File: src/rtl/pmc_pkg.sv
// shared constants, register indexes and types of the position pi motor controller
package pmc_pkg;

  // field widths of the channel beats
  localparam int DeltaW = 16;
  localparam int CmdW   = 8;
  localparam int SpeedW = 8;
  localparam int TposW  = 13;

  // configuration port
  localparam int GainW   = 8;
  localparam int CfgIdxW = 2;

  localparam logic [CfgIdxW-1:0] RegPropGain = 2'd0;
  localparam logic [CfgIdxW-1:0] RegIntGain  = 2'd1;

  localparam logic [GainW-1:0] GainReset = 8'd3;

  // setpoint scale and error scale (both 32), output scale (64)
  localparam int SetShift = 5;
  localparam int CtlShift = 6;

  // speed saturation level
  localparam int SpeedMax = 255;

  // pipeline control handed to the control-law stages
  typedef struct packed {
    logic adv;  // every stage moves forward
    logic vld;  // first stage holds a live beat
  } pmc_ctl_t;

endpackage

File: src/rtl/pmc_if.sv
// valid/ready channel interfaces for tick beats and result beats

interface pmc_in_if;
  logic                               valid;
  logic                               ready;
  logic signed [pmc_pkg::DeltaW-1:0]  encoder_delta;
  logic signed [pmc_pkg::CmdW-1:0]    position_command;

  modport source (output valid, output encoder_delta, output position_command, input ready);
  modport sink   (input valid, input encoder_delta, input position_command, output ready);
endinterface

interface pmc_out_if;
  logic                               valid;
  logic                               ready;
  logic                               direction;
  logic [pmc_pkg::SpeedW-1:0]         speed;
  logic signed [pmc_pkg::TposW-1:0]   tracked_position;

  modport source (output valid, output direction, output speed, output tracked_position,
                  input ready);
  modport sink   (input valid, input direction, input speed, input tracked_position,
                  output ready);
endinterface

File: src/rtl/pmc_law.sv
// pi control law: gain products, scaling toward zero and speed saturation
module pmc_law #(
  parameter int PosW = 13,
  parameter int ErrW = 14
) (
  input  logic                              clk_i,
  input  logic                              rst_ni,
  input  pmc_pkg::pmc_ctl_t                 ctl_i,
  input  logic [pmc_pkg::GainW-1:0]         kp_i,
  input  logic [pmc_pkg::GainW-1:0]         ki_i,
  input  logic signed [ErrW-1:0]            err_i,
  input  logic signed [PosW-1:0]            esum_i,
  input  logic signed [PosW-1:0]            pos_i,
  output logic                              valid_o,
  output logic                              direction_o,
  output logic [pmc_pkg::SpeedW-1:0]        speed_o,
  output logic signed [pmc_pkg::TposW-1:0]  tracked_position_o
);

  localparam int PpW  = ErrW + pmc_pkg::GainW + 1;
  localparam int IpW  = PosW + pmc_pkg::GainW + 1;
  localparam int AccW = (PpW > IpW ? PpW : IpW) + 1;

  localparam logic signed [AccW-1:0] CtlRound = AccW'((1 << pmc_pkg::CtlShift) - 1);
  localparam logic signed [AccW-1:0] SatPos   = AccW'(pmc_pkg::SpeedMax);
  localparam logic signed [AccW-1:0] SatNeg   = AccW'(-pmc_pkg::SpeedMax);
  localparam logic signed [AccW-1:0] AccZero  = '0;

  logic signed [PpW-1:0]  pp_d, pp_q;
  logic signed [IpW-1:0]  ip_d, ip_q;
  logic signed [PosW-1:0] pos2_q;
  logic                   v2_q;

  logic signed [AccW-1:0]          acc, acc_adj, ctl, mag;
  logic                            dir_d, dir_q;
  logic [pmc_pkg::SpeedW-1:0]      speed_d, speed_q;
  logic signed [pmc_pkg::TposW-1:0] tpos_q;
  logic                            ov_q;

  // gain products
  assign pp_d = PpW'(signed'({1'b0, kp_i})) * PpW'(err_i);
  assign ip_d = IpW'(signed'({1'b0, ki_i})) * IpW'(esum_i);

  always_ff @(posedge clk_i) begin
    if (ctl_i.adv) begin
      pp_q   <= pp_d;
      ip_q   <= ip_d;
      pos2_q <= pos_i;
    end
  end

  // sum, divide by 64 toward zero, split into direction and saturated speed
  always_comb begin
    acc     = AccW'(pp_q) + AccW'(ip_q);
    acc_adj = (acc < AccZero) ? (acc + CtlRound) : acc;
    ctl     = acc_adj >>> pmc_pkg::CtlShift;
    dir_d   = (ctl >= AccZero);
    mag     = dir_d ? ctl : -ctl;
    if ((ctl >= SatPos) || (ctl <= SatNeg)) begin
      speed_d = pmc_pkg::SpeedW'(pmc_pkg::SpeedMax);
    end else begin
      speed_d = mag[pmc_pkg::SpeedW-1:0];
    end
  end

  always_ff @(posedge clk_i) begin
    if (ctl_i.adv && v2_q) begin
      dir_q   <= dir_d;
      speed_q <= speed_d;
      tpos_q  <= pmc_pkg::TposW'(pos2_q);
    end
  end

  // stage valid bits
  always_ff @(posedge clk_i or negedge rst_ni) begin
    if (!rst_ni) begin
      v2_q <= 1'b0;
      ov_q <= 1'b0;
    end else if (ctl_i.adv) begin
      v2_q <= ctl_i.vld;
      ov_q <= v2_q;
    end
  end

  assign valid_o            = ov_q;
  assign direction_o        = dir_q;
  assign speed_o            = speed_q;
  assign tracked_position_o = tpos_q;

endmodule

File: src/rtl/position_pi_motor_controller_unit.sv
// Position PI motor controller. Each tick beat on in_i carries an encoder
// count delta and a signed position command; the block subtracts the delta
// from its kept position, clamps it to +/-POSITION_LIMIT, forms the error
// against command*32, adds error/32 (truncated toward zero) into an integral
// clamped to the same limit, and returns (kp*error + ki*integral)/64, also
// truncated toward zero, as a direction bit, a speed magnitude saturating at
// 255 and the tracked position (low 13 bits). A new tick is taken every
// cycle while the output is not stalled; a taken tick is stored in the
// state registers (updated position, integral and error), then in the
// gain product registers, then as the scaled and saturated result in the
// output register, where it is offered. The whole pipeline stalls
// only while a result waits at the output. Gains are written through the
// cfg port (index 0 proportional, index 1 integral, low 8 bits, reset 3)
// and must only change while no tick is in flight.
module position_pi_motor_controller_unit #(
  parameter int POSITION_LIMIT = 4000
) (
  input  logic                               clk_i,
  input  logic                               rst_ni,
  input  logic                               cfg_we_i,
  input  logic [pmc_pkg::CfgIdxW-1:0]        cfg_idx_i,
  input  logic [pmc_pkg::GainW-1:0]          cfg_wdata_i,
  pmc_in_if.sink                             in_i,
  pmc_out_if.source                          out_o
);

  localparam int PosW = $clog2(POSITION_LIMIT + 1) + 1;
  localparam int SumW = (PosW > pmc_pkg::DeltaW ? PosW : pmc_pkg::DeltaW) + 1;
  localparam int SetW = pmc_pkg::CmdW + pmc_pkg::SetShift;
  localparam int ErrW = (SetW > PosW ? SetW : PosW) + 1;
  localparam int IntW = (ErrW > PosW ? ErrW : PosW) + 1;

  localparam logic signed [SumW-1:0] PosHi    = SumW'(POSITION_LIMIT);
  localparam logic signed [SumW-1:0] PosLo    = SumW'(-POSITION_LIMIT);
  localparam logic signed [IntW-1:0] IntHi    = IntW'(POSITION_LIMIT);
  localparam logic signed [IntW-1:0] IntLo    = IntW'(-POSITION_LIMIT);
  localparam logic signed [ErrW-1:0] ErrRound = ErrW'((1 << pmc_pkg::SetShift) - 1);
  localparam logic signed [ErrW-1:0] ErrZero  = '0;

  logic [pmc_pkg::GainW-1:0] kp_q, ki_q;
  logic signed [PosW-1:0]    pos_d, pos_q;
  logic signed [PosW-1:0]    esum_d, esum_q;
  logic signed [ErrW-1:0]    err_d, err_q;
  logic                      v1_q;

  logic signed [SumW-1:0]    pos_raw;
  logic signed [SetW-1:0]    setpoint;
  logic signed [ErrW-1:0]    err_adj, err_div;
  logic signed [IntW-1:0]    esum_raw;

  pmc_pkg::pmc_ctl_t         ctl;
  logic                      accept;

  // gain registers
  always_ff @(posedge clk_i or negedge rst_ni) begin
    if (!rst_ni) begin
      kp_q <= pmc_pkg::GainReset;
      ki_q <= pmc_pkg::GainReset;
    end else if (cfg_we_i) begin
      unique case (cfg_idx_i)
        pmc_pkg::RegPropGain: kp_q <= cfg_wdata_i;
        pmc_pkg::RegIntGain:  ki_q <= cfg_wdata_i;
        default: ;
      endcase
    end
  end

  // pipeline advance: stall only when a finished beat is not taken
  assign ctl.adv     = !out_o.valid || out_o.ready;
  assign ctl.vld     = v1_q;
  assign in_i.ready  = ctl.adv;
  assign accept      = in_i.valid && ctl.adv;

  // position and integral update for one tick
  always_comb begin
    pos_raw = SumW'(pos_q) - SumW'(in_i.encoder_delta);
    if (pos_raw > PosHi) begin
      pos_d = PosW'(PosHi);
    end else if (pos_raw < PosLo) begin
      pos_d = PosW'(PosLo);
    end else begin
      pos_d = PosW'(pos_raw);
    end

    setpoint = SetW'(in_i.position_command) <<< pmc_pkg::SetShift;
    err_d    = ErrW'(setpoint) - ErrW'(pos_d);

    // error / 32 toward zero
    err_adj  = (err_d < ErrZero) ? (err_d + ErrRound) : err_d;
    err_div  = err_adj >>> pmc_pkg::SetShift;

    esum_raw = IntW'(esum_q) + IntW'(err_div);
    if (esum_raw > IntHi) begin
      esum_d = PosW'(IntHi);
    end else if (esum_raw < IntLo) begin
      esum_d = PosW'(IntLo);
    end else begin
      esum_d = PosW'(esum_raw);
    end
  end

  // controller state
  always_ff @(posedge clk_i or negedge rst_ni) begin
    if (!rst_ni) begin
      pos_q  <= '0;
      esum_q <= '0;
    end else if (accept) begin
      pos_q  <= pos_d;
      esum_q <= esum_d;
    end
  end

  // error of the tick in flight
  always_ff @(posedge clk_i) begin
    if (accept) begin
      err_q <= err_d;
    end
  end

  always_ff @(posedge clk_i or negedge rst_ni) begin
    if (!rst_ni) begin
      v1_q <= 1'b0;
    end else if (ctl.adv) begin
      v1_q <= in_i.valid;
    end
  end

  // control law and result register
  pmc_law #(
    .PosW (PosW),
    .ErrW (ErrW)
  ) u_law (
    .clk_i              (clk_i),
    .rst_ni             (rst_ni),
    .ctl_i              (ctl),
    .kp_i               (kp_q),
    .ki_i               (ki_q),
    .err_i              (err_q),
    .esum_i             (esum_q),
    .pos_i              (pos_q),
    .valid_o            (out_o.valid),
    .direction_o        (out_o.direction),
    .speed_o            (out_o.speed),
    .tracked_position_o (out_o.tracked_position)
  );

  // kept position stays within the limit
  assert property (@(posedge clk_i) disable iff (!rst_ni)
    (SumW'(pos_q) <= PosHi) && (SumW'(pos_q) >= PosLo))
    else $error("position left its clamp range");

  // integral stays within the limit
  assert property (@(posedge clk_i) disable iff (!rst_ni)
    (IntW'(esum_q) <= IntHi) && (IntW'(esum_q) >= IntLo))
    else $error("integral left its clamp range");

  // state moves only on a taken tick
  assert property (@(posedge clk_i) disable iff (!rst_ni)
    !accept |=> $stable(pos_q) && $stable(esum_q))
    else $error("controller state changed without a tick");

  // a taken tick enters the first stage
  assert property (@(posedge clk_i) disable iff (!rst_ni)
    accept |=> v1_q)
    else $error("taken tick lost at the first stage");

endmodule

File: src/flat_wrapper.sv
// flat-port wrapper written by rule: the top's interface ports become plain ports
module position_pi_motor_controller_unit_flat 
#(
  parameter int POSITION_LIMIT = 4000
)
  (clk_i, rst_ni, cfg_we_i, cfg_idx_i, cfg_wdata_i, in_i_valid, in_i_encoder_delta, in_i_position_command, in_i_ready, out_o_valid, out_o_direction, out_o_speed, out_o_tracked_position, out_o_ready);
  pmc_in_if in_i_i ();
  pmc_out_if out_o_i ();
  input  logic clk_i;
  input  logic rst_ni;
  input  logic cfg_we_i;
  input  logic [pmc_pkg::CfgIdxW-1:0] cfg_idx_i;
  input  logic [pmc_pkg::GainW-1:0] cfg_wdata_i;
  input wire logic [$bits(in_i_i.valid)-1:0] in_i_valid;
  input wire logic [$bits(in_i_i.encoder_delta)-1:0] in_i_encoder_delta;
  input wire logic [$bits(in_i_i.position_command)-1:0] in_i_position_command;
  output wire logic [$bits(in_i_i.ready)-1:0] in_i_ready;
  output wire logic [$bits(out_o_i.valid)-1:0] out_o_valid;
  output wire logic [$bits(out_o_i.direction)-1:0] out_o_direction;
  output wire logic [$bits(out_o_i.speed)-1:0] out_o_speed;
  output wire logic [$bits(out_o_i.tracked_position)-1:0] out_o_tracked_position;
  input wire logic [$bits(out_o_i.ready)-1:0] out_o_ready;
  assign in_i_i.valid = in_i_valid;
  assign in_i_i.encoder_delta = in_i_encoder_delta;
  assign in_i_i.position_command = in_i_position_command;
  assign in_i_ready = in_i_i.ready;
  assign out_o_valid = out_o_i.valid;
  assign out_o_direction = out_o_i.direction;
  assign out_o_speed = out_o_i.speed;
  assign out_o_tracked_position = out_o_i.tracked_position;
  assign out_o_i.ready = out_o_ready;
  position_pi_motor_controller_unit #(.POSITION_LIMIT(POSITION_LIMIT)) u_core (.clk_i(clk_i), .rst_ni(rst_ni), .cfg_we_i(cfg_we_i), .cfg_idx_i(cfg_idx_i), .cfg_wdata_i(cfg_wdata_i), .in_i(in_i_i), .out_o(out_o_i));
endmodule
File: config.mk
export PLATFORM = sky130hd
export DESIGN_NAME = position_pi_motor_controller_unit_flat
export DESIGN_NICKNAME = d
export VERILOG_FILES = /design/src/rtl/pmc_pkg.sv /design/src/rtl/pmc_if.sv /design/src/rtl/pmc_law.sv /design/src/rtl/position_pi_motor_controller_unit.sv /design/src/flat_wrapper.sv
export SDC_FILE = /design/constraint.sdc
export NUM_CORES = 1
export LEC_CHECK = 0
export BUFFER_PORTS_ARGS = -buffer_cell sky130_fd_sc_hd__buf_2
export CAP_MARGIN = 20
export CORE_UTILIZATION = 25
export CTS_CLUSTER_DIAMETER = 40
export DETAILED_ROUTE_END_ITERATION = 16
export SLEW_MARGIN = 20
export SYNTH_ARGS = -nofsm -noshare
export SYNTH_HDL_FRONTEND = slang
export SYNTH_HIERARCHICAL = 1
export SYNTH_SLANG_ARGS = --single-unit
File: constraint.sdc
create_clock -name clk_i -period 8.4 [get_ports clk_i]
set_clock_uncertainty 0.15 [all_clocks]
set_input_delay 1.68 -clock clk_i [delete_from_list [all_inputs] [get_ports clk_i]]
set_output_delay 1.68 -clock clk_i [all_outputs]
set_load 0.02 [all_outputs]
### Word level (Yosys, flattened, before mapping)

Index checks and enable logic that the tools add are counted.

* reduce and logical (&&, ||, !) cells: 8
* multiply operators: 2
* equal/unequal tests: 1
* muxes and demuxes: 7
* order comparisons: 9
* $add $sub $neg: 7

Operators with widths (number)
* $mux 13: 4
* $add 23x22->24: 1
* $add 24x7->24 const B: 1
* $lt 24x1->1 const B: 1
* $mux 24: 1
* $mul 9x14->23: 1
* $mul 9x13->22: 1
* $ge 18x1->1 const B: 1
* $ge 18x9->1 const B: 1
* $le 18x9->1 const B: 1
* $gt 17x13->1 const B: 1
* $lt 17x13->1 const B: 1
* $sub 13x16->17: 1
* $gt 15x13->1 const B: 1
* $lt 15x13->1 const B: 1
* $add 13x9->14: 1
* $add 14x6->14 const B: 1
* $lt 14x1->1 const B: 1
* $mux 14: 1
* $sub 13x13->14: 1
* $mux 8: 1
* $neg 8->8: 1
* $reduce_and 2->1: 2
* $eq 2x1->1 const B: 1
* 4 further kinds: 6

* output and inout bits: 24
* input port bits: 39
* logic and storage cells: 48
* register bits: 139

### Longest topological paths before layout

Gate-level depths: netlist of run 1.

* depth in word-level cells: 11
* mapped depth: 38
* depth with buffers taken out: 37

### Hierarchy

Netlist of run 1, hierarchy kept.

Modules (own cells, without submodules)
* pmc_law: seq. area each 2452.4 µm², instances 1, cells an instance 1301, area each 12358.1 µm²
* position_pi_motor_controller_unit: seq. area each 1501.4 µm², instances 1, cells an instance 531, area each 4793.3 µm²

### Worst setup path before layout of run 1

No wires, ideal clock.

* path type: input to register
* start point: in in_i_encoder_delta[0]
* end point: reg u_core.esum_q[5]
* setup time: 122 ps
* buffers on the path: 1
* data required time: 8128 ps
* path slack: -681 ps
* data arrival time: 8809 ps
* cell stages on the path: 34
* cell sequence: ha_1 fa_1 nand2b_1 a21oi_1 xnor2_1 or3_1 a21oi_2 o41ai_4 o22a_4 buf_6 nor2_1 ha_1 a21o_1 a21oi_1 nor2_1 a2111oi_0 nand2_1 o21ai_1 o31ai_2 a2111o_1 xnor2_1 ha_1 nor2b_1 o21ai_0 a21boi_0 o21ai_0 a21boi_0 o21a_1 or4_1 nand3_1 and3b_1 a21oi_1 o21ai_0 o22a_1

* longest elaborated chain between the ends: 11
* elaborated cells between the ends (all ways): 14
* classes of those cells: add/sub: 4; order compare: 5; mux: 5

Ends and longest elaborated chain
* start: declaration: RTL line flat_wrapper.sv:15 `input wire logic [$bits(in_i_i.encoder_delta)-1:0] in_i_encoder_delta;`
* $sub 13x16->17 *: RTL line position_pi_motor_controller_unit.sv:76 `pos_raw = SumW'(pos_q) - SumW'(in_i.encoder_delta);`
* $lt 17x13->1: RTL line position_pi_motor_controller_unit.sv:79 `end else if (pos_raw < PosLo) begin`
* $mux 13: RTL line position_pi_motor_controller_unit.sv:79
* $mux 13 *: RTL line position_pi_motor_controller_unit.sv:77 `if (pos_raw > PosHi) begin`
* $sub 13x13->14 *: RTL line position_pi_motor_controller_unit.sv:86 `err_d = ErrW'(setpoint) - ErrW'(pos_d);`
* $add 14x6->14 / $lt 14x1->1 (equally long branches): RTL line position_pi_motor_controller_unit.sv:89 `err_adj = (err_d < ErrZero) ? (err_d + ErrRound) : err_d;`
* $mux 14 *: RTL line position_pi_motor_controller_unit.sv:89
* $add 13x9->14 *: RTL line position_pi_motor_controller_unit.sv:92 `esum_raw = IntW'(esum_q) + IntW'(err_div);`
* $lt 15x13->1: RTL line position_pi_motor_controller_unit.sv:95 `end else if (esum_raw < IntLo) begin`
* $mux 13: RTL line position_pi_motor_controller_unit.sv:95
* $mux 13 *: RTL line position_pi_motor_controller_unit.sv:93 `if (esum_raw > IntHi) begin`
* end signal: assignment: RTL line position_pi_motor_controller_unit.sv:109 `esum_q <= esum_d;`
* end: declaration: RTL line position_pi_motor_controller_unit.sv:42 `logic signed [PosW-1:0] esum_d, esum_q;`

Every way passes the cells marked *; elsewhere a longest branch is shown, timed or not.
A chain may end at the register's enable or synchronous reset.

### Final worst setup path of run 1

* start point: in in_i_encoder_delta[3]
* end point: reg u_core.esum_q[4]

Same word-level chain as after synthesis.

==> impl.org, run 1 <==
** Timing
- Max-Slew Margin vs Limit :: 36.99%
- Setup repair after global routing missed its margin :: true
- Hold Worst Slack :: around 0.27 ns
- Timing would allow up to approximately 120 MHz.
- Final number of setup-violating endpoints :: 0
- Tmin final :: 8.207 ns
- At the pin with the least slew margin, the transition time is ~0.95 ns.
- Final clock period utilization by the worst path :: 97.70%
- The final count of hold timing violations is 0.
- The max-slew violation count is 0.

** Worst setup path
- Gate family responsible for the most delay along the worst path :: compound AO/OA/AOI/OAI gates
- CP bufs+invs :: 5
- The worst setup path is launched from a primary input.
- For this run, the slowest stage of the critical path takes 0.50 ns.
- At the worst endpoint, the required time is about 8.6 ns.
- Class of the most critical setup path :: in2reg
- STA puts the critical path data arrival time at between 8 and 9 ns.
- By instance count, the cell type seen most on the critical path is sky130_fd_sc_hd__nor2_2.
- Of all nets on the critical path, the largest fanout is 6.
- STA classifies the critical path endpoint as a register.
- Slowest cell on the critical path :: sky130_fd_sc_hd__or4_4

** Final layout
- Core occupancy in the finished layout :: between 20 and 30%
- From synthesis to final layout, the design area changed by 17.79%.
- Total non-filler cell area in the finished layout :: 20200 sq um
- Fill cell instance count of the final layout :: 7063
- Multi-input gate area :: between 10000 and 15000 sq um
- Layout cells sized above 1 :: roughly 16%
- FF/Latch Area :: roughly 4000 sq um
- The repair_antennas step left the layout with diodes totalling 0.
- Layout Nets :: about 2400

** Drt
- Number of vias per cell :: approximately 4.5
- For this block, the via count after detailed routing is about 13000.
- For this run, the detailed router's first-pass iteration total came to 5.
- Routed Wire Length :: a little over 40000 microns
- Number of nets with antenna violations after detailed routing :: 0
- Violation count after the first detailed-routing iteration :: between 600 and 700
- DRC Markers :: 0
- Per-cell routed wire length :: about 14 microns

** CTS
- Number of H-tree branching levels :: 4
- The clock passes through at most 2 buffers.
- Number of clock sinks :: roughly 140
- After clock tree synthesis, the clock-pin slew on the worst setup and hold paths is approximately 0.07 ns.
- Clock Latency Late Sink :: 0.45 ns
- Clock tree synthesis selected as its root buffer the cell sky130_fd_sc_hd__clkbuf_16.
- TritonCTS built the clock tree.
- Counting the buffers created by CTS gives 17.

** Global route
- Via count of the first global-routing pass :: about 13000
- Met2 capacity usage during global routing :: 19.90%
- Wire length of the first global-routing pass :: around 66000 microns
- Global routing used ~16% of the available met1 tracks.
- Maximum number of pins on one net before global-route repair :: between 60 and 70
- Most crowded layer after global routing :: met2
- The number of antenna violations at the first check in global routing was 3.
- Global routing finished with a remaining overflow of 0.
- Global routing used about an eighth of the available tracks across all layers.
- Global routing consumed, on the met3 layer, 2.246% of the routing resources.

** Placed design
- Port buffering added 62 buffers.
- The wire-length estimate of the detail-placed layout is roughly 33000 microns.
- Last weighted congestion value of the routability-driven placer :: 0.8288
- After detailed placement, the total cell area comes to 19280 sq um.

** Synth
- Post-Syn Instances :: between 1500 and 2000
- For this run, the register share of the synthesized area comes to about 23%.
- Syn Std Cell Area :: about 17000 sq um
- Cells taking the most area after synthesis :: sky130_fd_sc_hd__fa_1, sky130_fd_sc_hd__edfxtp_1, sky130_fd_sc_hd__ha_1
- Flip-flop cell with the highest count after synthesis :: sky130_fd_sc_hd__edfxtp_1
- Flops & latches, synth :: 139
- The number of nets handed over by synthesis was between 2000 and 2500.
- Number of flops mapped to enable cells by yosys :: 94
- Number of synthesis warnings :: 6
- Of all flip-flops after synthesis, the portion carrying an async set or reset was about a third.
- Yosys top cell area share :: 20.66%
- Synthesized area divided by synthesized cell count :: ~9.4 sq um
- Cell variety after synth :: around 100
- Library cell occupying the most area in the post-synthesis netlist :: sky130_fd_sc_hd__fa_1

** Flow run
- Max-cap viol count :: 0

** Floorplan
- Area of the placeable core :: roughly 68000 sq um
- Measured along the x axis, the die boundary spans ~260 microns.
- In this run the vertical extent of the chip is around 260 microns.
- The floorplan step defined a die boundary enclosing 69660 sq um.
- Effective utilization at floorplan :: between 20% and 30%
- Io pins :: 63
- The initialized floorplan defines 95 standard-cell rows.

** Min path
- Hold WC Path Type :: reg2reg

** Status
- The run finished with clean final reports.
-- flip-flops by register name, indices dropped and copies added (netlist names) --
name                             flops
u_core/u_law/pp_q                   23
u_core/u_law/ip_q                   22
u_core/err_q                        14
u_core/esum_q                       13
u_core/pos_q                        13
u_core/u_law/pos2_q                 13
u_core/u_law/tracked_position_o     13
u_core/ki_q                          8
u_core/kp_q                          8
u_core/u_law/speed_o                 8
u_core/u_law/direction_o             1
u_core/u_law/v2_q                    1
u_core/u_law/valid_o                 1
u_core/v1_q                          1
-- synthesized netlist by cell type (18+ instances only) --
cell                       number
sky130_fd_sc_hd__inv_1        298
sky130_fd_sc_hd__nand2_1      179
sky130_fd_sc_hd__fa_1         177
sky130_fd_sc_hd__ha_1         156
sky130_fd_sc_hd__and2_1       146
sky130_fd_sc_hd__edfxtp_1      94
sky130_fd_sc_hd__a21oi_1       79
sky130_fd_sc_hd__nor2_1        76
sky130_fd_sc_hd__xnor2_1       72
sky130_fd_sc_hd__o21ai_0       71
sky130_fd_sc_hd__dfrtp_1       41
sky130_fd_sc_hd__nand3_1       31
sky130_fd_sc_hd__clkbuf_1      27
sky130_fd_sc_hd__a21o_1        26
sky130_fd_sc_hd__nor3_1        26
sky130_fd_sc_hd__nor2b_1       21
sky130_fd_sc_hd__xor2_1        21
sky130_fd_sc_hd__mux2_2        18
-- logic make-up (layout without fill, tap and decap cells) --
kind of cell             Yosys count  after routing  share of synthesized area, %
AND/OR/NAND/NOR                  561            561                         16.83
XOR/XNOR                          93             93                         4.749
flip-flops                       139            139                         23.05
multiplexers                      23             23                         1.474
adder cells (fa/ha/maj)          335            335                         32.16
AO/OA/AOI/OAI                    340            340                         14.02
buffers and inverters            341            513                         7.718
-- cell usage in the layout, fill, tap and decap left out, types with 12 or more instances in the layout --
cell type,count
sky130_fd_sc_hd__nand3_1,30
sky130_fd_sc_hd__nor2b_1,20
sky130_fd_sc_hd__inv_1,297
sky130_fd_sc_hd__xor2_1,21
sky130_fd_sc_hd__o21a_1,14
sky130_fd_sc_hd__buf_4,119
sky130_fd_sc_hd__ha_1,152
sky130_fd_sc_hd__clkbuf_16,17
sky130_fd_sc_hd__nand2_1,178
sky130_fd_sc_hd__nor2_1,70
sky130_fd_sc_hd__a21o_1,26
sky130_fd_sc_hd__edfxtp_1,94
sky130_fd_sc_hd__nor3_1,24
sky130_fd_sc_hd__o21ai_0,67
sky130_fd_sc_hd__buf_2,60
sky130_fd_sc_hd__xnor2_1,69
sky130_fd_sc_hd__fa_1,176
sky130_fd_sc_hd__dfrtp_1,41
sky130_fd_sc_hd__a21oi_1,68
sky130_fd_sc_hd__o211ai_1,12
sky130_fd_sc_hd__and2_1,146
sky130_fd_sc_hd__mux2_2,18
-- cell type report --
cell class	instances	share of cell area (%)
clock inverters	15	0.9785
well taps	873	5.407
multi-input cells	1352	60.31
flip-flops and latches	139	19.57
inverters	299	5.555
repair buffers	182	6.075
clock buffers	17	2.106
-- through the flow --
| stage | setup TNS, ns | setup slack [ns] | cells |
|---|---|---|---|
| 2_1_floorplan | -0.2841 | -0.07879 | 1832 |
| 3_3_place_gp | -2.071 | -0.2166 | 2832 |
| 3_5_place_dp | -3.270 | -0.3345 | 2832 |
| 4_1_cts | 0 | 0.1119 | 2864 |
| 5_1_grt | -0.5151 | -0.1171 | 2877 |
| 6_report | 0 | 0.1928 | 2877 |
-- routing by layer --
metal | wire [microns] | share of wire (%)
met4 | 367 | 0.91
met1 | 19340 | 48
met2 | 19230 | 47
met3 | 1561 | 3.9
met5 | 23 | 0.057
-- worst paths after layout --
check	start	endpoint	slack (ns)	depth (start not counted)
setup / recovery	in_i_encoder_delta[3]	u_core/esum_q[4]	0.19	36
hold / removal	u_core/u_law/pos2_q[5]	u_core/u_law/tracked_position_o[5]	0.27	0
setup reg to reg	u_core/pos_q[0]	u_core/esum_q[4]	0.95	36
hold reg to reg	u_core/u_law/pos2_q[5]	u_core/u_law/tracked_position_o[5]	0.27	0
max in group asynchronous	rst_ni	u_core/ki_q[2]	6.59	1
min in group asynchronous	rst_ni	u_core/pos_q[2]	1.08	1
-- timing repair --
item	CTS	global route
endpoints found under the hold margin	0	0
hold buffers	0	0
setup buffers	0	13
setup endpoints to repair	0	12
resized for setup	0	42
Power of run 1 is left out: the tool's default activity adds up to more than one toggle a clock period on the data nets, which glitch-free logic cannot reach.
==> run 2: changes to the inputs <==
--- a/config.mk
+++ b/config.mk
@@ -10,6 +10,8 @@
 export CORE_UTILIZATION = 25
 export CTS_CLUSTER_DIAMETER = 40
 export DETAILED_ROUTE_END_ITERATION = 16
+export MAX_ROUTING_LAYER = met4
+export PLACE_DENSITY = 0.4
 export SLEW_MARGIN = 20
 export SYNTH_ARGS = -nofsm -noshare
 export SYNTH_HDL_FRONTEND = slang
==> impl.org, run 2 (synthesis results as in run 1) <==
** Timing
- The clock period minus final worst setup slack was 8.154 ns (was 8.207 ns).
- Hold Worst Slack :: 0.2721 ns (was 0.2691 ns)
- The number of setup violations in the final report is 0 (unchanged).
- The max-slew violation count came to 0 (unchanged).
- The fmax was 122.6 MHz (was 121.8 MHz).
- Max-Slew Margin vs Limit :: 47.96% (was 36.99%)
- Setup_tns :: 0 ns (unchanged)
- The final count of hold timing violations came to 0 (unchanged).
- The ratio of final minimum period to clock period came to 97.07% (was 97.70%).
- Tightest Pin Transition :: 0.7705 ns (was 0.9452 ns)
- Setup repair after global routing missed its margin :: true (unchanged)

** Drt
- The total number of vias was 13042 (was 12889).
- Per-cell routed wire length :: 15.58 microns (was 14.08 microns)
- The remaining routing DRC violations is 0 (unchanged).
- Number of nets with antenna violations after detailed routing :: 0 (unchanged)
- Number of detailed-route iterations in the first pass :: 5 (unchanged)
- Number of vias per cell :: 4.491 (was 4.480)
- Routed Wire Length :: 45250 microns (was 40520 microns)
- Violation count after the first detailed-routing iteration :: 369 (was 650)

** CTS
- The CTS H-tree depth was 4 (unchanged).
- The total clock sinks came to 139 (unchanged).
- The CTS root buffer is sky130_fd_sc_hd__clkbuf_16 (unchanged).
- Number of buffers created by CTS :: 17 (unchanged)
- Clock slew at the register clock pins of the worst setup and hold paths :: 0.07 ns (about the same)
- Clock Latency Late Sink :: 0.47 ns (was 0.45 ns)
- Largest buffer count on any clock path :: 2 (unchanged)
- The TritonCTS clock tree was built (unchanged).

** Final layout
- Number of standard cells in the final layout excluding fillers :: 2904 (was 2877)
- Top library cells by usage in the layout, fill and taps aside: sky130_fd_sc_hd__inv_1, sky130_fd_sc_hd__nand2_1, sky130_fd_sc_hd__fa_1, sky130_fd_sc_hd__ha_1, sky130_fd_sc_hd__and2_1 (unchanged).
- The net count of the finished layout came to 2384 (was 2363).
- The share of cells above drive strength 1 was 16.84% (was 16.22%).
- Most common cell after layout, fill and taps aside :: sky130_fd_sc_hd__inv_1 (unchanged)
- The register with the most flip-flops is u_core/u_law/pp_q (unchanged).
- Biggest regs :: u_core/u_law/pp_q: 23 flops, u_core/u_law/ip_q: 22 flops, u_core/err_q: 14 flops (unchanged)
- Syn-to-layout area delta :: 18.54% (was 17.79%)
- The flip-flop count of the largest register, all copies and words added is 23 (unchanged).

** Global route
- Via count of the first global-routing pass :: 13828 (was 12710)
- Total gr overflow :: 0 (unchanged)
- The number of antenna violations at the first check in global routing came to 6 (was 3).
- Wire length of the first global-routing pass :: 73250 microns (was 65780 microns)
- The all-layer global routing usage came to 13.82% (was 11.75%).
- Maximum number of pins on one net before global-route repair :: 49 (was 65)

** Worst setup path
- The required time of the worst setup path is 8.63 ns (was 8.61 ns).
- Worst Setup Start Kind :: primary input (unchanged)
- The delay of the slowest critical-path stage came to 0.49 ns (was 0.50 ns).
- Worst endpoint data arrival time :: 8.38 ns (was 8.41 ns)
- Maximum fanout along the worst path :: 6 (unchanged)
- The kind of critical path was in2reg (unchanged).
- The slowest library cell on the worst path is sky130_fd_sc_hd__or4_1 (was sky130_fd_sc_hd__or4_4).
- The critical path endpoint category is a register (unchanged).

** Flow run
- The count of max-cap constraint violations was 0 (unchanged).

** Placed design
- Quantity of I/O buffers inserted on ports :: 62 (unchanged)
- The total placed cells including tap cells came to 2852 (was 2832).
- Last weighted congestion value of the routability-driven placer :: 0.8451 (was 0.8288)
- The final HPWL from detailed placement is 37570 microns (was 32910 microns).

** Floorplan
- Die Outline Area :: 69660 sq um (unchanged)
- The core area came to 67510 sq um (unchanged).
- Die outline height :: 263.9 microns (unchanged)
- The horizontal die dimension is 263.9 microns (unchanged).
- Io pins :: 63 (unchanged)
- Effective utilization at floorplan :: 25.40% (unchanged)
- Number of standard-cell rows in the floorplan :: 95 (unchanged)

** Status
- Outcome :: finished, final reports clean (unchanged)

** Min path
- Hold WC Path Type :: reg2reg (unchanged)
==> run 2: cell types whose count changed in the layout (fill, tap and decap cells not counted), moves of 3 or more <==
cell                       previous run  this run
sky130_fd_sc_hd__a21oi_1             68        73
sky130_fd_sc_hd__o21ai_1              5         8
sky130_fd_sc_hd__a21oi_2             11         6
sky130_fd_sc_hd__inv_8                4         1
sky130_fd_sc_hd__diode_2              0         6
sky130_fd_sc_hd__clkinv_4             0         4
sky130_fd_sc_hd__o21ai_0             67        64
sky130_fd_sc_hd__buf_4              119       139
==> run 2: stage by stage <==
step / worst slack, ns / cell area, sq um / util (%)
final: 0.2460 / 20330 / 30.11
after global routing: -0.09707 / 20330 / 30.11
after CTS: 0.008400 / 19980 / 29.59
after detailed placement: -0.4800 / 19430 / 28.77
after global placement: -0.3453 / 19430 / 28.77
after floorplan: -0.07879 / 17270 / -
==> run 2: path summary, 6_finish.rpt <==
path                                   startpoint                                 end  slack (ns)  cells after the start
max in group asynchronous                  rst_ni                   u_core/esum_q[11]        6.49                      2
max                         in_i_encoder_delta[0]                    u_core/esum_q[4]        0.25                     35
min reg2reg                u_core/u_law/pos2_q[4]  u_core/u_law/tracked_position_o[4]        0.27                      0
max reg2reg                       u_core/pos_q[0]                    u_core/esum_q[4]        1.08                     36
min in group asynchronous                  rst_ni                     u_core/pos_q[4]        1.15                      2
min                        u_core/u_law/pos2_q[4]  u_core/u_law/tracked_position_o[4]        0.27                      0
==> run 2: layout make-up <==
| type | instances | area, sq um |
|---|---|---|
| clock buffer | 19 | 442.9 |
| multi-input combinational | 1352 | 12210 |
| fill | 7131 | 47180 |
| tap | 873 | 1092 |
| antenna | 6 | 15.01 |
| inverter | 299 | 1122 |
| timing repair buffer | 203 | 1386 |
| sequential | 139 | 3954 |
| clock inverter | 13 | 110.1 |
==> run 2: per-layer routing <==
metal	track usage [%]	part of all wire (%)
met4	5.075	2.6
met3	2.498	3.0
met2	23.64	50
met5	-	0
met1	16.10	45
==> run 2: timing repair <==
action | 4_1_cts | 5_1_grt
gates resized for setup | 0 | 48
setup endpoints to repair | 0 | 13
setup buffers | 0 | 14
hold buffers | 0 | 0
==> run 2: critical path, delay by kind of cell <==
family / cells / cell delay (ns)
AO/OA/AOI/OAI: 19 / 3.83
AND/OR/NAND/NOR: 9 / 1.48
adder cells (fa/ha/maj): 4 / 0.94
buffers and inverters: 2 / 0.29
XOR/XNOR: 1 / 0.14
Power of run 2 is left out for the same reason.
==> run 3: changes to the inputs <==
--- a/config.mk
+++ b/config.mk
@@ -5,6 +5,7 @@
 export SDC_FILE = /design/constraint.sdc
 export NUM_CORES = 1
 export LEC_CHECK = 0
+export ABC_AREA = 1
 export BUFFER_PORTS_ARGS = -buffer_cell sky130_fd_sc_hd__buf_2
 export CAP_MARGIN = 20
 export CORE_UTILIZATION = 25
==> impl.org, run 3 <==
** Status
- Outcome :: finished, final reports clean (unchanged)

** Synth
- Flops & latches, synth :: 139 (unchanged)
- The xor-xnor portion of the synthesized cell area was 3.363% (was 4.749%).
- The multiplexer share of the synthesized area was 0.06102% (was 1.474%).
- Most common library cells after synthesis: sky130_fd_sc_hd__nand2_1, sky130_fd_sc_hd__inv_1, sky130_fd_sc_hd__fa_1 (was sky130_fd_sc_hd__inv_1, sky130_fd_sc_hd__nand2_1, sky130_fd_sc_hd__fa_1).
- Cells taking the most area after synthesis :: sky130_fd_sc_hd__fa_1, sky130_fd_sc_hd__edfxtp_1, sky130_fd_sc_hd__nand2_1 (was sky130_fd_sc_hd__fa_1, sky130_fd_sc_hd__edfxtp_1, sky130_fd_sc_hd__ha_1)
- The fraction of registers with async set/reset came to 32.37% (unchanged).
- Number of synthesis warnings :: 6 (unchanged)
- Yosys top cell area share :: 19.20% (was 20.66%)
- The adder and majority gate portion of the synthesized area came to 29.78% (was 32.16%).
- The most frequent cell after synthesis was sky130_fd_sc_hd__nand2_1 (was sky130_fd_sc_hd__inv_1).
- Flip-flop cell with the highest count after synthesis :: sky130_fd_sc_hd__edfxtp_1 (unchanged)
- Cell variety after synth :: 60 (was 101)
- The number of nets produced by synthesis is 2885 (was 2204).
- Share of the yosys chip area belonging to registers :: 21.43% (was 23.05%)
- The combinational family with the most area after synthesis is adder cells (unchanged).
- Library cell occupying the most area in the post-synthesis netlist :: sky130_fd_sc_hd__fa_1 (unchanged)
- Compound-cell area share of the yosys netlist :: 5.878% (was 14.02%)
- The mean instance size in the synthesized netlist came to 7.343 sq um (was 9.362 sq um).
- Post-Syn Instances :: 2513 (was 1832)
- The post-synthesis instance area is 18450 sq um (was 17150 sq um).
- The area share of and/or/nand/nor cells after synthesis was 25.41% (was 16.83%).
- The number of enable-type register cells in the synthesized netlist is 94 (unchanged).

** CTS
- The number of buffers inserted during clock tree synthesis came to 17 (unchanged).
- The total clock sinks was 139 (unchanged).
- The buffer depth of the longest clock path is 2 (unchanged).
- The latest clock arrival within the worst-skew pair is 0.47 ns (about the same).
- Clock tree from TritonCTS :: built (unchanged)
- Clk root buf :: sky130_fd_sc_hd__clkbuf_16 (unchanged)
- Number of H-tree branching levels :: 4 (unchanged)
- Hold Buf Count CTS :: 0 (unchanged)
- Clock slew at the register clock pins of the worst setup and hold paths :: 0.06 ns (was 0.07 ns)

** Floorplan
- The number of standard-cell rows in the floorplan is 99 (was 95).
- The initial core utilization is 25.29% (was 25.40%).
- Die outline height :: 273.7 microns (was 263.9 microns)
- The core area came to 72960 sq um (was 67510 sq um).
- The number of top-level design ports came to 63 (unchanged).
- The horizontal die dimension came to 273.7 microns (was 263.9 microns).
- Die Outline Area :: 74910 sq um (was 69660 sq um)

** Drt
- Routed Wire Length :: 50400 microns (was 45250 microns)
- The routed via count divided by cell count is 4.252 (was 4.491).
- The remaining number of nets flagged by the antenna check after routing is 0 (unchanged).
- Total number of vias :: 15106 (was 13042)
- The post-detailed-route wirelength per cell came to 14.19 microns (was 15.58 microns).
- Violation count after the first detailed-routing iteration :: 646 (was 369)
- DRC Markers :: 0 (unchanged)
- The first-pass iteration count of the detailed router was 5 (unchanged).

** Worst setup path
- The nature of the critical path startpoint is a primary input (unchanged).
- Delay contributed by the slowest stage of the critical path :: 0.42 ns (was 0.49 ns)
- Slowest cell on the critical path :: sky130_fd_sc_hd__fa_2 (was sky130_fd_sc_hd__or4_1)
- Required time at the endpoint of the critical path :: 8.66 ns (was 8.63 ns)
- Class of the most critical setup path :: in2reg (unchanged)
- Worst endpoint data arrival time :: 8.01 ns (was 8.38 ns)
- In this design, the critical path's most frequently occurring cell is sky130_fd_sc_hd__nand2_1.
- Maximum fanout along the worst path :: 8 (was 6)
- Crit end category :: register (unchanged)

** Placed design
- Quantity of I/O buffers inserted on ports :: 62 (unchanged)
- Last weighted congestion value of the routability-driven placer :: 0.8641 (was 0.8451)
- Detailed-placement wirelength estimate :: 42490 microns (was 37570 microns)

** Final layout
- The number of fill cells in the layout is 7890 (was 7131).
- Syn-to-layout area delta :: 12.28% (was 18.54%)
- The share of cells above drive strength 1 was 9.645% (was 16.84%).
- Top library cells by usage in the layout, fill and taps aside :: sky130_fd_sc_hd__nand2_1, sky130_fd_sc_hd__inv_1, sky130_fd_sc_hd__fa_1, sky130_fd_sc_hd__ha_1, sky130_fd_sc_hd__nand3_1 (was sky130_fd_sc_hd__inv_1, sky130_fd_sc_hd__nand2_1, sky130_fd_sc_hd__fa_1, sky130_fd_sc_hd__ha_1, sky130_fd_sc_hd__and2_1)
- Core occupancy in the finished layout :: 28.40% (was 30.11%)
- The register with the most flip-flops is u_core/u_law/pp_q (unchanged).
- Most common cell after layout, fill and taps aside :: sky130_fd_sc_hd__nand2_1 (was sky130_fd_sc_hd__inv_1)
- Biggest regs: u_core/u_law/pp_q: 23 flops, u_core/u_law/ip_q: 22 flops, u_core/err_q: 14 flops (unchanged).
- The flip-flop count of the largest register, all copies and words added was 23 (unchanged).
- The net count of the finished layout came to 2951 (was 2384).

** Min path
- Hold WC Path Type :: reg2reg (unchanged)

** Global route
- Via count of the first global-routing pass :: 15753 (was 13828)
- Wire length of the first global-routing pass :: 82630 microns (was 73250 microns)
- Antenna violations before repair :: 2 (was 6)
- The pin count of the biggest net entering global routing was 61 (was 49).
- Total gr overflow :: 0 (unchanged)
- The all-layer global routing usage was 14.50% (was 13.82%).

** Timing
- Tmin final :: 7.748 ns (was 8.154 ns)
- Final hold violation count :: 0 (unchanged)
- Final clock period utilization by the worst path :: 92.24% (was 97.07%)
- The number of setup violations in the final report is 0 (unchanged).
- The headroom to the max-slew limit was 40.33% (was 47.96%).
- Max-slew violation count :: 0 (unchanged)
- The pin slew with the least headroom to its limit is 0.8950 ns (was 0.7705 ns).
- The fmax was 129.1 MHz (was 122.6 MHz).

** Flow run
- The count of max-cap constraint violations came to 0 (unchanged).
-- run 3: changes by cell type after synthesis, sizes merged, moves of 30 or more --
cell / delta
nand2: +589
inv: +333
and2: -140
nand3: +104
nor2: +56
xnor2: -50
nand4: +30
-- run 3: logic make-up (layout without fill, tap and decap cells) --
kind of cell,count (synthesis),in the layout
and+or+nand+nor,1103,1103
buffers and inverters,684,763
adders and majority gates,333,333
AOI/OAI and AO/OA,186,186
DFF,139,139
xor gates and xnor gates,67,67
muxes,1,1
other,0,2
-- run 3: layout make-up --
type / count / area [sq um] / area share [%]
clock inverters: 11 / 88.84 / 0.4287
inverters: 633 / 2376 / 11.47
multi-input cells: 1690 / 12000 / 57.93
clock buffers: 21 / 504.2 / 2.434
flip-flops and latches: 139 / 3954 / 19.08
diodes: 2 / 5.005 / 0.02415
repair buffers: 98 / 589.3 / 2.844
well taps: 959 / 1200 / 5.791
-- run 3: final timing paths --
check	start	to	slack (ns)	cells after the start
worst max-delay path	in_i_encoder_delta[0]	u_core/esum_q[6]	0.65	50
worst min-delay path	u_core/u_law/pos2_q[0]	u_core/u_law/tracked_position_o[0]	0.27	0
worst max register to register	u_core/pos_q[0]	u_core/esum_q[6]	1.50	50
worst min register to register	u_core/u_law/pos2_q[0]	u_core/u_law/tracked_position_o[0]	0.27	0
max in group asynchronous	rst_ni	u_core/esum_q[7]	6.53	2
min in group asynchronous	rst_ni	u_core/pos_q[6]	1.13	2
-- run 3: layer usage --
metal,wire length (microns),GRT usage (%)
met1,23990,18.00
met4,788,3.749
met3,1389,2.149
met5,0,-
met2,24230,24.45
-- run 3: critical path: cells and delay by family --
family,cells,cell delay [ns]
AND/OR/NAND/NOR,23,1.79
AO/OA/AOI/OAI,10,1.67
buffers and inverters,11,1.46
adder cells (fa/ha/maj),4,1.14
XOR/XNOR,2,0.29
-- run 3: what timing repair did --
item / in CTS / in global routing
setup buffers: 0 / 9
setup endpoints to repair: 0 / 12
resized for setup: 0 / 30
-- run 3: metrics by stage --
| step | cells | TNS [ns] | hold WS [ns] | instance area (sq um) | setup slack [ns] |
|---|---|---|---|---|---|
| 6_report | 3553 | 0 | 0.2662 | 20720 | 0.6518 |
| 5_1_grt | 3553 | -0.04593 | 0.2718 | 20720 | -0.03211 |
| 4_1_cts | 3542 | 0 | 0.2682 | 20540 | 0.4288 |
| 3_5_place_dp | 3510 | -0.2097 | 0.2545 | 19950 | -0.06237 |
| 3_3_place_gp | 3510 | 0 | 0.2523 | 19950 | 0.06009 |
| 2_1_floorplan | 2513 | 0 | 0.2503 | 18450 | 0.3653 |
Power of run 3 is left out for the same reason.
